## config.mk

```make
export PLATFORM = sky130hd
export DESIGN_NAME = clock_mult_shift_calc
export DESIGN_NICKNAME = d
export VERILOG_FILES = /design/src/rtl/core/cmsc_pkg.sv /design/src/rtl/core/clock_mult_shift_calc.sv
export VERILOG_INCLUDE_DIRS = /design/src /design/src/rtl/core
export SDC_FILE = /design/constraint.sdc
export NUM_CORES = 1
export LEC_CHECK = 0
export ABC_AREA = 1
export BUFFER_PORTS_ARGS = -buffer_cell sky130_fd_sc_hd__buf_4
export CAP_MARGIN = 20
export CORE_UTILIZATION = 40
export DETAILED_ROUTE_END_ITERATION = 10
export PLACE_DENSITY = 0.62
export RECOVER_POWER = 50
export SLEW_MARGIN = 20
export SYNTH_ARGS = -nofsm -noshare
export SYNTH_HDL_FRONTEND = slang
export SYNTH_SLANG_ARGS = --single-unit
```

## constraint.sdc

```tcl
create_clock -name clock -period 17.7 [get_ports clock]
set_input_delay 3.54 -clock clock [delete_from_list [all_inputs] [get_ports clock]]
set_output_delay 3.54 -clock clock [all_outputs]
set_load 0.02 [all_outputs]
```

## src/rtl/core/clock_mult_shift_calc_defines.svh

```systemverilog
// Assertion macros shared by the clock scale calculator RTL.
`ifndef CLOCK_MULT_SHIFT_CALC_DEFINES_SVH
`define CLOCK_MULT_SHIFT_CALC_DEFINES_SVH

// Same-cycle implication, disabled during reset.
`define CMSC_ASSERT_IMPL(lbl, clk, rst, ante, cons) \
   lbl: assert property (@(posedge clk) disable iff (rst) (ante) |-> (cons)) \
      else $error("cmsc: same-cycle check failed");

// Next-cycle implication, disabled during reset.
`define CMSC_ASSERT_NEXT(lbl, clk, rst, ante, cons) \
   lbl: assert property (@(posedge clk) disable iff (rst) (ante) |=> (cons)) \
      else $error("cmsc: next-cycle check failed");

`endif

```

## src/rtl/core/cmsc_pkg.sv

```systemverilog
// Types and constants of the clock scale calculator.
package cmsc_pkg;

   // Nanoseconds per second, 30 bits wide.
   localparam int unsigned NS_W = 30;
   localparam logic [NS_W-1:0] NS_PER_SEC = 30'd1000000000;

   // Largest shift tried and widths of the fixed result fields.
   localparam int unsigned SHIFT_W   = 6;
   localparam logic [SHIFT_W-1:0] SHIFT_MAX = 6'd63;
   localparam int unsigned MULT_W    = 32;

   // Numerator 10^9 << 63 needs 93 bits.
   localparam int unsigned NUM_W = NS_W + 63;
   localparam int unsigned CNT_W = $clog2(NUM_W);

   typedef enum logic [1:0] {
      ST_IDLE,
      ST_SEARCH,
      ST_DIVIDE,
      ST_DONE
   } state_type;

endpackage

```

## src/rtl/core/clock_mult_shift_calc.sv

```systemverilog
// Clock scale calculator: frequency in hertz to (mult, shift) for cycle-to-ns conversion.
//
// A transaction on req_ carries a counter frequency; one transaction comes back on rsp_
// with scale_mult and scale_shift such that ns = (cycles * scale_mult) >> scale_shift,
// where scale_shift is the largest shift up to 63 whose multiplier
// floor((10^9 << shift) / freq) still fits in 32 bits, and scale_mult is that multiplier
// (at least 1). A zero frequency returns active low with both fields zero.
// One shared subtractor does all the wide arithmetic under a small sequencer. First it
// searches the shift, one trial per cycle: shift s overflows exactly when
// 10^9 << s >= freq << 32, so each trial is one wide compare. Then it runs a restoring
// division of 10^9 << shift by freq, one numerator bit per cycle over all 93 bits.
// After acceptance the search tries shifts from 1 up to the first one that overflows
// (or up to 63), the division follows, and the result register then loads; a zero
// frequency skips both. req_stall stays high while an item is in work.
// The result register frees the engine, so a new request can be taken while an
// earlier result still waits on rsp_stall.
`include "clock_mult_shift_calc_defines.svh"

module clock_mult_shift_calc #(
   parameter int unsigned FREQ_WIDTH = 40
) (
   input  logic                                 clock,
   input  logic                                 reset,
   // request channel
   input  logic                                 req_valid,
   output logic                                 req_stall,
   input  logic [FREQ_WIDTH-1:0]                req_freq_hz,
   // response channel
   output logic                                 rsp_valid,
   input  logic                                 rsp_stall,
   output logic                                 rsp_active,
   output logic [cmsc_pkg::MULT_W-1:0]          rsp_scale_mult,
   output logic [cmsc_pkg::SHIFT_W-1:0]         rsp_scale_shift
);

   // Width of the shared subtractor: covers the numerator and freq << 32.
   localparam int unsigned FW = FREQ_WIDTH;
   localparam int unsigned CW = ((FW + cmsc_pkg::MULT_W) > cmsc_pkg::NUM_W) ?
                                (FW + cmsc_pkg::MULT_W) : cmsc_pkg::NUM_W;
   localparam int unsigned NW = cmsc_pkg::NUM_W;
   localparam int unsigned QW = cmsc_pkg::MULT_W;
   localparam int unsigned SW = cmsc_pkg::SHIFT_W;

   cmsc_pkg::state_type state_ff, state_in;

   logic [FW-1:0]              freq_ff,  freq_in;
   logic                       zero_ff,  zero_in;
   logic [NW-1:0]              num_ff,   num_in;    // numerator, MSB feeds the divider
   logic [FW-1:0]              rem_ff,   rem_in;    // partial remainder, below freq during division
   logic [QW-1:0]              quot_ff,  quot_in;
   logic [SW-1:0]              shift_ff, shift_in;
   logic [cmsc_pkg::CNT_W-1:0] cnt_ff,   cnt_in;

   logic                       rsp_valid_ff, rsp_valid_in;
   logic                       rsp_active_ff, rsp_active_in;
   logic [QW-1:0]              rsp_mult_ff,  rsp_mult_in;
   logic [SW-1:0]              rsp_shift_ff, rsp_shift_in;

   logic          req_accept;
   logic          rsp_load;
   logic [FW:0]   rem_sh;
   logic [CW-1:0] op_a;
   logic [CW-1:0] op_b;
   logic [CW:0]   diff;
   logic          ge;
   logic          last_step;

   assign req_stall  = (state_ff != cmsc_pkg::ST_IDLE);
   assign req_accept = req_valid && !req_stall;

   // Result register can take a new value when empty or draining this cycle.
   assign rsp_load = (state_ff == cmsc_pkg::ST_DONE) && (!rsp_valid_ff || !rsp_stall);

   assign last_step = (cnt_ff == cmsc_pkg::CNT_W'(NW - 1));

   // Shared subtractor: search compares numerator to freq << 32,
   // division compares shifted remainder to freq.
   assign rem_sh = {rem_ff, num_ff[NW-1]};
   assign op_a   = (state_ff == cmsc_pkg::ST_SEARCH) ? CW'(num_ff) : CW'(rem_sh);
   assign op_b   = (state_ff == cmsc_pkg::ST_SEARCH) ? CW'({freq_ff, {QW{1'b0}}})
                                                     : CW'(freq_ff);
   assign diff   = {1'b0, op_a} - {1'b0, op_b};
   assign ge     = ~diff[CW];

   // Next state.
   always_comb begin
      state_in = state_ff;
      case (state_ff)
         cmsc_pkg::ST_IDLE: begin
            if (req_accept) begin
               state_in = (req_freq_hz == '0) ? cmsc_pkg::ST_DONE : cmsc_pkg::ST_SEARCH;
            end
         end
         cmsc_pkg::ST_SEARCH: begin
            // Stop at the first overflowing shift, or when the last shift fits.
            if (ge || (shift_ff == cmsc_pkg::SHIFT_MAX)) begin
               state_in = cmsc_pkg::ST_DIVIDE;
            end
         end
         cmsc_pkg::ST_DIVIDE: begin
            if (last_step) begin
               state_in = cmsc_pkg::ST_DONE;
            end
         end
         cmsc_pkg::ST_DONE: begin
            if (rsp_load) begin
               state_in = cmsc_pkg::ST_IDLE;
            end
         end
         default: begin
            state_in = cmsc_pkg::ST_IDLE;
         end
      endcase
   end

   // Datapath and result register.
   always_comb begin
      freq_in       = freq_ff;
      zero_in       = zero_ff;
      num_in        = num_ff;
      rem_in        = rem_ff;
      quot_in       = quot_ff;
      shift_in      = shift_ff;
      cnt_in        = cnt_ff;
      rsp_valid_in  = rsp_valid_ff && rsp_stall;
      rsp_active_in = rsp_active_ff;
      rsp_mult_in   = rsp_mult_ff;
      rsp_shift_in  = rsp_shift_ff;
      case (state_ff)
         cmsc_pkg::ST_IDLE: begin
            if (req_accept) begin
               freq_in  = req_freq_hz;
               zero_in  = (req_freq_hz == '0);
               num_in   = NW'(cmsc_pkg::NS_PER_SEC) << 1;
               rem_in   = '0;
               quot_in  = '0;
               shift_in = SW'(1);
               cnt_in   = '0;
            end
         end
         cmsc_pkg::ST_SEARCH: begin
            if (ge) begin
               // Overflow: step back one shift.
               shift_in = shift_ff - SW'(1);
               num_in   = num_ff >> 1;
            end else if (shift_ff != cmsc_pkg::SHIFT_MAX) begin
               shift_in = shift_ff + SW'(1);
               num_in   = num_ff << 1;
            end
         end
         cmsc_pkg::ST_DIVIDE: begin
            rem_in  = ge ? diff[FW-1:0] : rem_sh[FW-1:0];
            quot_in = {quot_ff[QW-2:0], ge};
            num_in  = num_ff << 1;
            cnt_in  = cnt_ff + cmsc_pkg::CNT_W'(1);
         end
         cmsc_pkg::ST_DONE: begin
            if (rsp_load) begin
               rsp_valid_in  = 1'b1;
               rsp_active_in = !zero_ff;
               if (zero_ff) begin
                  rsp_mult_in  = '0;
                  rsp_shift_in = '0;
               end else begin
                  // Force the multiplier to at least 1.
                  rsp_mult_in  = (quot_ff == '0) ? QW'(1) : quot_ff;
                  rsp_shift_in = shift_ff;
               end
            end
         end
         default: begin
         end
      endcase
   end

   // Control state.
   always_ff @(posedge clock) begin
      if (reset) begin
         state_ff     <= cmsc_pkg::ST_IDLE;
         rsp_valid_ff <= 1'b0;
      end else begin
         state_ff     <= state_in;
         rsp_valid_ff <= rsp_valid_in;
      end
   end

   // Payload, no reset needed.
   always_ff @(posedge clock) begin
      freq_ff       <= freq_in;
      zero_ff       <= zero_in;
      num_ff        <= num_in;
      rem_ff        <= rem_in;
      quot_ff       <= quot_in;
      shift_ff      <= shift_in;
      cnt_ff        <= cnt_in;
      rsp_active_ff <= rsp_active_in;
      rsp_mult_ff   <= rsp_mult_in;
      rsp_shift_ff  <= rsp_shift_in;
   end

   assign rsp_valid       = rsp_valid_ff;
   assign rsp_active      = rsp_active_ff;
   assign rsp_scale_mult  = rsp_mult_ff;
   assign rsp_scale_shift = rsp_shift_ff;

   // An active result always has a nonzero multiplier and a shift of at least 1.
   `CMSC_ASSERT_IMPL(a_active_fields, clock, reset, rsp_valid && rsp_active, (rsp_scale_mult != '0) && (rsp_scale_shift != '0))
   // An inactive result carries zero fields.
   `CMSC_ASSERT_IMPL(a_inactive_fields, clock, reset, rsp_valid && !rsp_active, (rsp_scale_mult == '0) && (rsp_scale_shift == '0))
   // The restoring divider keeps its remainder below the divisor.
   `CMSC_ASSERT_IMPL(a_rem_bound, clock, reset, state_ff == cmsc_pkg::ST_DIVIDE, rem_ff < freq_ff)
   // A zero frequency skips search and division.
   `CMSC_ASSERT_NEXT(a_zero_skip, clock, reset, req_accept && (req_freq_hz == '0), state_ff == cmsc_pkg::ST_DONE)

endmodule

```

==> summary.md, run 1 <==
| Metric | Value |
|---|---|
| Finished Core Util | `45.6%` |
| H-tree Lvls | `1` |
| Share of layout cells above drive strength 1 | `6.74%` |
| Fmax | `124 MHz` |
| RSZ-0062 raised after global routing | `false` |
| Nets | `2199` |
| Vias per inst | `5.20` |
| Ys async rst share | `0%` |
| CP Class | `flip-flop to flip-flop` |
| Starting Density | `40.9%` |
| Die Area | `0.0417 mm^2` |
| Tmin final | `8.09 ns` |
| Num Clock Sinks | `261` |
| Most numerous cell in the Yosys netlist | `nand2_1` |
| Final Hold Fails | `0` |
| Post-synth EDFFs | `258` |
| DRC violations left | `0` |
| Largest net degree at the start of global routing | `76` |
| Seq cells post-synth | `261` |
| Top cells by area, synth | `edfxtp_1 47%, nand2_1 15%, ha_1 6.3%, a21oi_1 5.9%, inv_1 5.8%` |
| Sequential area share after synthesis | `47.7%` |
| Syn nets | `2157` |
| Die height | `204 um` |
| Slew Limit Fails | `349` |
| CTS tree | `yes` |
| Synth cell count leaders | `648 x nand2_1, 258 x edfxtp_1, 251 x inv_1` |
| Total track usage | `20.8%` |
| Root cell of the clock tree | `clkbuf_16` |
| Main flop type after synthesis | `edfxtp_1` |
| Syn_area_per_cell | `8.06 um^2` |
| Setup violations, final | `0` |
| Clock Latency Late Sink | `0.58 ns` |
| Element type at the critical path start | `flip-flop` |
| Vias | `13.6k` |
| WL/cell | `16.4 um` |
| Fillcell total | `4004` |
| Synthesized area | `0.0164 mm^2` |
| Vias in the first global route | `13.2k` |
| Clk slew on worst S/H paths | `0.07 ns` |
| Total gr overflow | `0` |
| Die X-Extent | `204 um` |
| # diodes | `0` |
| First-pass GRT wire length | `68.9 mm` |
| Setup Skew | `0.0200 ns` |
| DP HPWL | `30.5 mm` |
| Iter 0 DRT Violations | `1137` |
| Hold buffer count at cts | `0` |
| Failing checks | `max-capacitance violations, max-slew violations` |
| CTS buffer count | `30` |
| Setup crit end kind | `flip-flop` |
| Unique masters post-synth | `42` |
| Worst hold-check path type | `flip-flop to flip-flop` |
| Status | `finished, violations left` |
| Port-buffer cells | `84` |
| # IOs | `85` |
| Final period util | `45.7%` |
| Setup repair bufs after CTS | `0` |
| Max-capacitance violation count | `7` |
| Post-DRT Antenna Nets | `0` |
| Worst slew margin | `-128%` |
| RePlAce Congestion | `0.926` |
| Post-Syn Instances | `2028` |
| WL final | `42.9 mm` |
| Cell Rows | `73` |
| Worst-Margin Slew | `3.43 ns` |
| WP data required | `18.11 ns` |
| First-pass detailed-route iteration total | `6` |
| Core Box Area | `0.0400 mm^2` |
| Synth Warn # | `0` |
| CP max FO | `60` |
| Initial antenna violation count | `0` |
| Top-area cell type share of the netlist area | `47.4%` |
| Area growth from synthesis to layout | `11.5%` |
| Fin Setup TNS | `0 ns` |
| Data arrival, critical path | `8.50 ns` |
| Top cell type by total area after synthesis | `edfxtp_1` |
| Clk buf depth | `3` |
| Post-cts repair resize count | `0` |
-- path summary, 6_finish.rpt --
kind	slack, ns	endpoint	startpoint	depth (start not counted)
worst min register to register	0.54	quot_ff[14]$_SDFFCE_PN0P_	quot_ff[13]$_SDFFCE_PN0P_	2
worst min-delay path	0.54	quot_ff[14]$_SDFFCE_PN0P_	quot_ff[13]$_SDFFCE_PN0P_	2
worst max-delay path	9.61	num_ff[4]$_DFFE_PP_	state_ff[1]$_SDFFE_PP0P_	21
worst max register to register	9.61	num_ff[4]$_DFFE_PP_	state_ff[1]$_SDFFE_PP0P_	21
-- worst max-delay path, stage by stage (launching register included) --
cell and delay, ns:
dfxtp_1 0.34, inv_1 0.13, ha_1 0.98, clkbuf_1 2.01, mux2i_1 0.56, ha_1 0.55
nand2_1 0.11, nand2_1 0.08, nand2_1 0.07, a21oi_1 0.06, nor2_1 0.13, nand2_1 0.07
nand2_1 0.06, nand2_1 0.06, nand2_1 0.12, nand3_4 0.55, inv_2 0.41, buf_4 0.51
nand2_4 0.18, nand2_2 0.54, nand2_1 0.13, a21oi_1 0.18
-- registers in the layout, summed over array words and instances, names as in the netlist, 2 cells and up --
signal,count
cnt_ff,7
freq_ff,40
num_ff,93
quot_ff,32
rem_ff,40
rsp_scale_mult,32
rsp_scale_shift,6
shift_ff,6
state_ff,2
-- layout by cell type, fill, tap and decap left out, types with 4 or more instances in the layout --
cell,instances
nand2_2,4
nor4_1,19
a31oi_1,11
inv_1,249
edfxtp_1,258
mux2i_1,7
o21a_1,4
o21bai_1,27
xnor2_1,21
clkinv_2,5
ha_1,82
o211ai_1,11
a21o_1,4
nand3_1,78
nand4_1,16
clkbuf_16,30
inv_2,5
nor2_1,158
clkbuf_4,26
a21boi_0,4
nor3_1,10
xor2_1,14
clkbuf_1,26
o21ai_0,83
clkinv_1,4
buf_4,50
nand2_1,648
a21oi_1,192
o21ai_1,6
-- routing by layer --
layer | vias to the layer above | global-route usage [%] | wire length [um]
met1 | 6384 | 28.1 | 19300
met3 | 62 | 2.28 | 2230
li1 | 6778 | - | -
met5 | - | 0 | 0
met4 | 0 | 6.08 | 1190
met2 | 385 | 35.1 | 20200
-- area by class of cell --
class                      instances  area, um^2  area share, %
sequential                       261        7810           42.8
tap                              525         657           3.60
clock inverter                    19         195           1.07
timing repair buffer              98         653           3.58
clock buffer                      34         766           4.20
multi-input combinational       1424        7200           39.5
inverter                         255         960           5.26
-- through the flow --
| stage | std cells | hold slack [ns] | setup slack, ns | cell area [um^2] |
|---|---|---|---|---|
| 5_1_grt | 2616 | 0.568 | 8.89 | 18200 |
| 4_1_cts | 2614 | 0.539 | 11.74 | 18400 |
| 2_1_floorplan | 2028 | 0.497 | 7.08 | 16400 |
| 3_3_place_gp | 2561 | 0.513 | 11.78 | 17400 |
| 3_5_place_dp | 2561 | 0.527 | 11.76 | 17400 |
| 6_report | 2616 | 0.542 | 9.61 | 18200 |
-- kinds of logic after synthesis --
kind of cell / synth area share [%]
adder cells (fa/ha/maj): 6.59
flip-flops: 47.7
AND/OR/NAND/NOR: 23.4
multiplexers: 0.428
buffers and inverters: 8.36
XOR/XNOR: 1.87
AO/OA/AOI/OAI: 11.6
Power of run 1 is left out: the tool's default activity adds up to more than one toggle a clock period on the data nets, which glitch-free logic cannot reach.
==> run 2, diff against run 1 <==
Clock period 17.7 ns to 8.16 ns, I/O delays scaled along.
==> summary.md, run 2 (synthesis gave the netlist of run 1 again) <==
| Metric | Value |
|---|---|
| Setup violations, final | `0 (unchanged)` |
| Most common cell after layout, fill and taps aside | `nand2_1` |
| Die Area | `0.0417 mm^2 (unchanged)` |
| Setup repair bufs after CTS | `0 (unchanged)` |
| Setup Skew | `0.0187 ns (-0.00133 ns)` |
| Fmax | `150 MHz (+21%)` |
| Top Usage Layer GRT | `met2` |
| Buffers and inverters on the worst path | `4 (unchanged)` |
| Clk slew on worst S/H paths | `0.06 ns (about the same)` |
| # IOs | `85 (unchanged)` |
| First-pass detailed-route iteration total | `7 (+1)` |
| Share of layout cells above drive strength 1 | `4.92% (-1.8 points)` |
| Vias per inst | `5.22 (+0.31%)` |
| RePlAce Congestion | `0.953 (+2.9%)` |
| Failing checks | `max-capacitance violations, max-slew violations` |
| Total track usage | `21.5% (+0.65 points)` |
| CTS tree | `yes` |
| Initial antenna violation count | `0 (unchanged)` |
| Post-DRT Antenna Nets | `0 (unchanged)` |
| Max-capacitance violation count | `4 (-3)` |
| WL/cell | `17.0 um (+3.9%)` |
| Setup crit end kind | `flip-flop` |
| Slew Limit Fails | `217 (-38%)` |
| WL final | `44.6 mm (+4.0%)` |
| Tmin final | `6.66 ns (-1.42 ns)` |
| Status | `finished, violations left` |
| Data arrival, critical path | `6.92 ns (-1.58 ns)` |
| WP data required | `8.42 ns (-9.69 ns)` |
| CP Class | `flip-flop to flip-flop` |
| Final Hold Fails | `0 (unchanged)` |
| CP peak stage delay | `2.83 ns (+0.82 ns)` |
| Met1 GRT Util | `30.0% (+2.0 points)` |
| DRC violations left | `0 (unchanged)` |
| First-pass GRT wire length | `70.4 mm (+2.1%)` |
| Biggest regs | `num_ff: 93 flops, freq_ff: 40 flops, rem_ff: 40 flops` |
| CTS buffer count | `30 (unchanged)` |
| Nets | `2198 (-0.045%)` |
| Largest net degree at the start of global routing | `114 (+50%)` |
| Final period util | `81.7% (+36 points)` |
| Element type at the critical path start | `flip-flop` |
| Worst hold-check path type | `flip-flop to flip-flop` |
| Cell Rows | `73 (unchanged)` |
| WHS | `0.531 ns (-0.0111 ns)` |
| Die X-Extent | `204 um (unchanged)` |
| Hold buffer count at cts | `0 (unchanged)` |
| Global routing usage on met2 | `34.6% (-0.52 points)` |
| Post-cts repair resize count | `0 (unchanged)` |
| Fillcell total | `4022 (+0.45%)` |
| Starting Density | `40.9% (unchanged)` |
| Die height | `204 um (unchanged)` |
| # diodes | `0 (unchanged)` |
| Top reg by flops | `num_ff` |
| Num Clock Sinks | `261 (unchanged)` |
| H-tree Lvls | `1 (unchanged)` |
| DP HPWL | `31.8 mm (+4.2%)` |
| CP max FO | `86 (+43%)` |
| Met3 Usage GRT | `2.25% (-0.032 points)` |
| Core Box Area | `0.0400 mm^2 (unchanged)` |
| Max FFs per register | `93 (unchanged)` |
| Most frequent cells in the layout | `648 x nand2_1, 258 x edfxtp_1, 249 x inv_1, 192 x a21oi_1, 157 x nor2_1` |
| Critical path cell sequence | `inv_1 > ha_1 > clkbuf_1 > nor2_1 > nor2_4 > buf_4 > buf_16` |
| Vias in the first global route | `13.1k (-0.84%)` |
| Iter 0 DRT Violations | `1160 (+2.0%)` |
| Fin Setup TNS | `0 ns (unchanged)` |
| Root cell of the clock tree | `clkbuf_16` |
| Port-buffer cells | `84 (unchanged)` |
| Vias | `13.7k (+0.38%)` |
| Worst slew margin | `-160% (-32 points)` |
| Clk buf depth | `3 (unchanged)` |
| RSZ-0062 raised after global routing | `false` |
| Master of the slowest instance on the critical path | `clkbuf_1` |
| Worst-Margin Slew | `3.91 ns (+0.481 ns)` |
| Area growth from synthesis to layout | `11.5% (about the same)` |
| Total gr overflow | `0 (unchanged)` |
| Clock Latency Late Sink | `0.59 ns (about the same)` |
| CP delay by family, top | `buffers and inverters` |
## run 2: cell count changes in the layout (fill, tap and decap cells not counted), sizes merged
cell	delta
buf	-38
bufinv	+3
clkbuf	+37
clkinv	-2
clkinvlp	+2
## run 2: final timing paths
kind | from | end | slack [ns] | cells after the start
setup / recovery | state_ff[0]$_SDFFE_PP0P_ | rem_ff[33]$_SDFFCE_PN0P_ | 1.50 | 7
hold / removal | rsp_valid$_SDFF_PP0_ | rsp_valid$_SDFF_PP0_ | 0.53 | 2
setup reg to reg | state_ff[0]$_SDFFE_PP0P_ | rem_ff[33]$_SDFFCE_PN0P_ | 1.50 | 7
hold reg to reg | rsp_valid$_SDFF_PP0_ | rsp_valid$_SDFF_PP0_ | 0.53 | 2
## run 2: layout make-up
| class | instances | area, um^2 | area share (%) |
|---|---|---|---|
| Clock buffer | 34 | 766 | 4.20 |
| Clock inverter | 22 | 303 | 1.66 |
| Inverter | 255 | 957 | 5.25 |
| Multi-Input combinational cell | 1424 | 7230 | 39.7 |
| Sequential cell | 261 | 7810 | 42.8 |
| Tap cell | 525 | 657 | 3.60 |
| Timing Repair Buffer | 97 | 512 | 2.81 |
## run 2: routing by layer
layer | up-vias | routed length (um)
li1 | 6780 | -
met1 | 6377 | 20500
met2 | 434 | 20100
met3 | 70 | 2500
met4 | 0 | 1530
met5 | - | 0
## run 2: worst register-to-register path, cell delays in order, from the launching register on
cell      delay [ns]
dfxtp_1         0.39
inv_1           0.13
ha_1            1.51
clkbuf_1        2.83
nor2_1          0.44
nor2_4          0.23
buf_4           0.45
buf_16          0.31
## run 2: through the flow
stage,std cells,setup WS [ns],utilization (%),area [um^2]
global route,2618,0.924,45.6,18200
global placement,2560,2.57,43.5,17400
finish,2618,1.50,45.6,18200
detailed placement,2560,2.41,43.5,17400
CTS,2616,2.41,46.1,18500
floorplan,2028,1.42,-,16400
Power of run 2 is left out for the same reason.
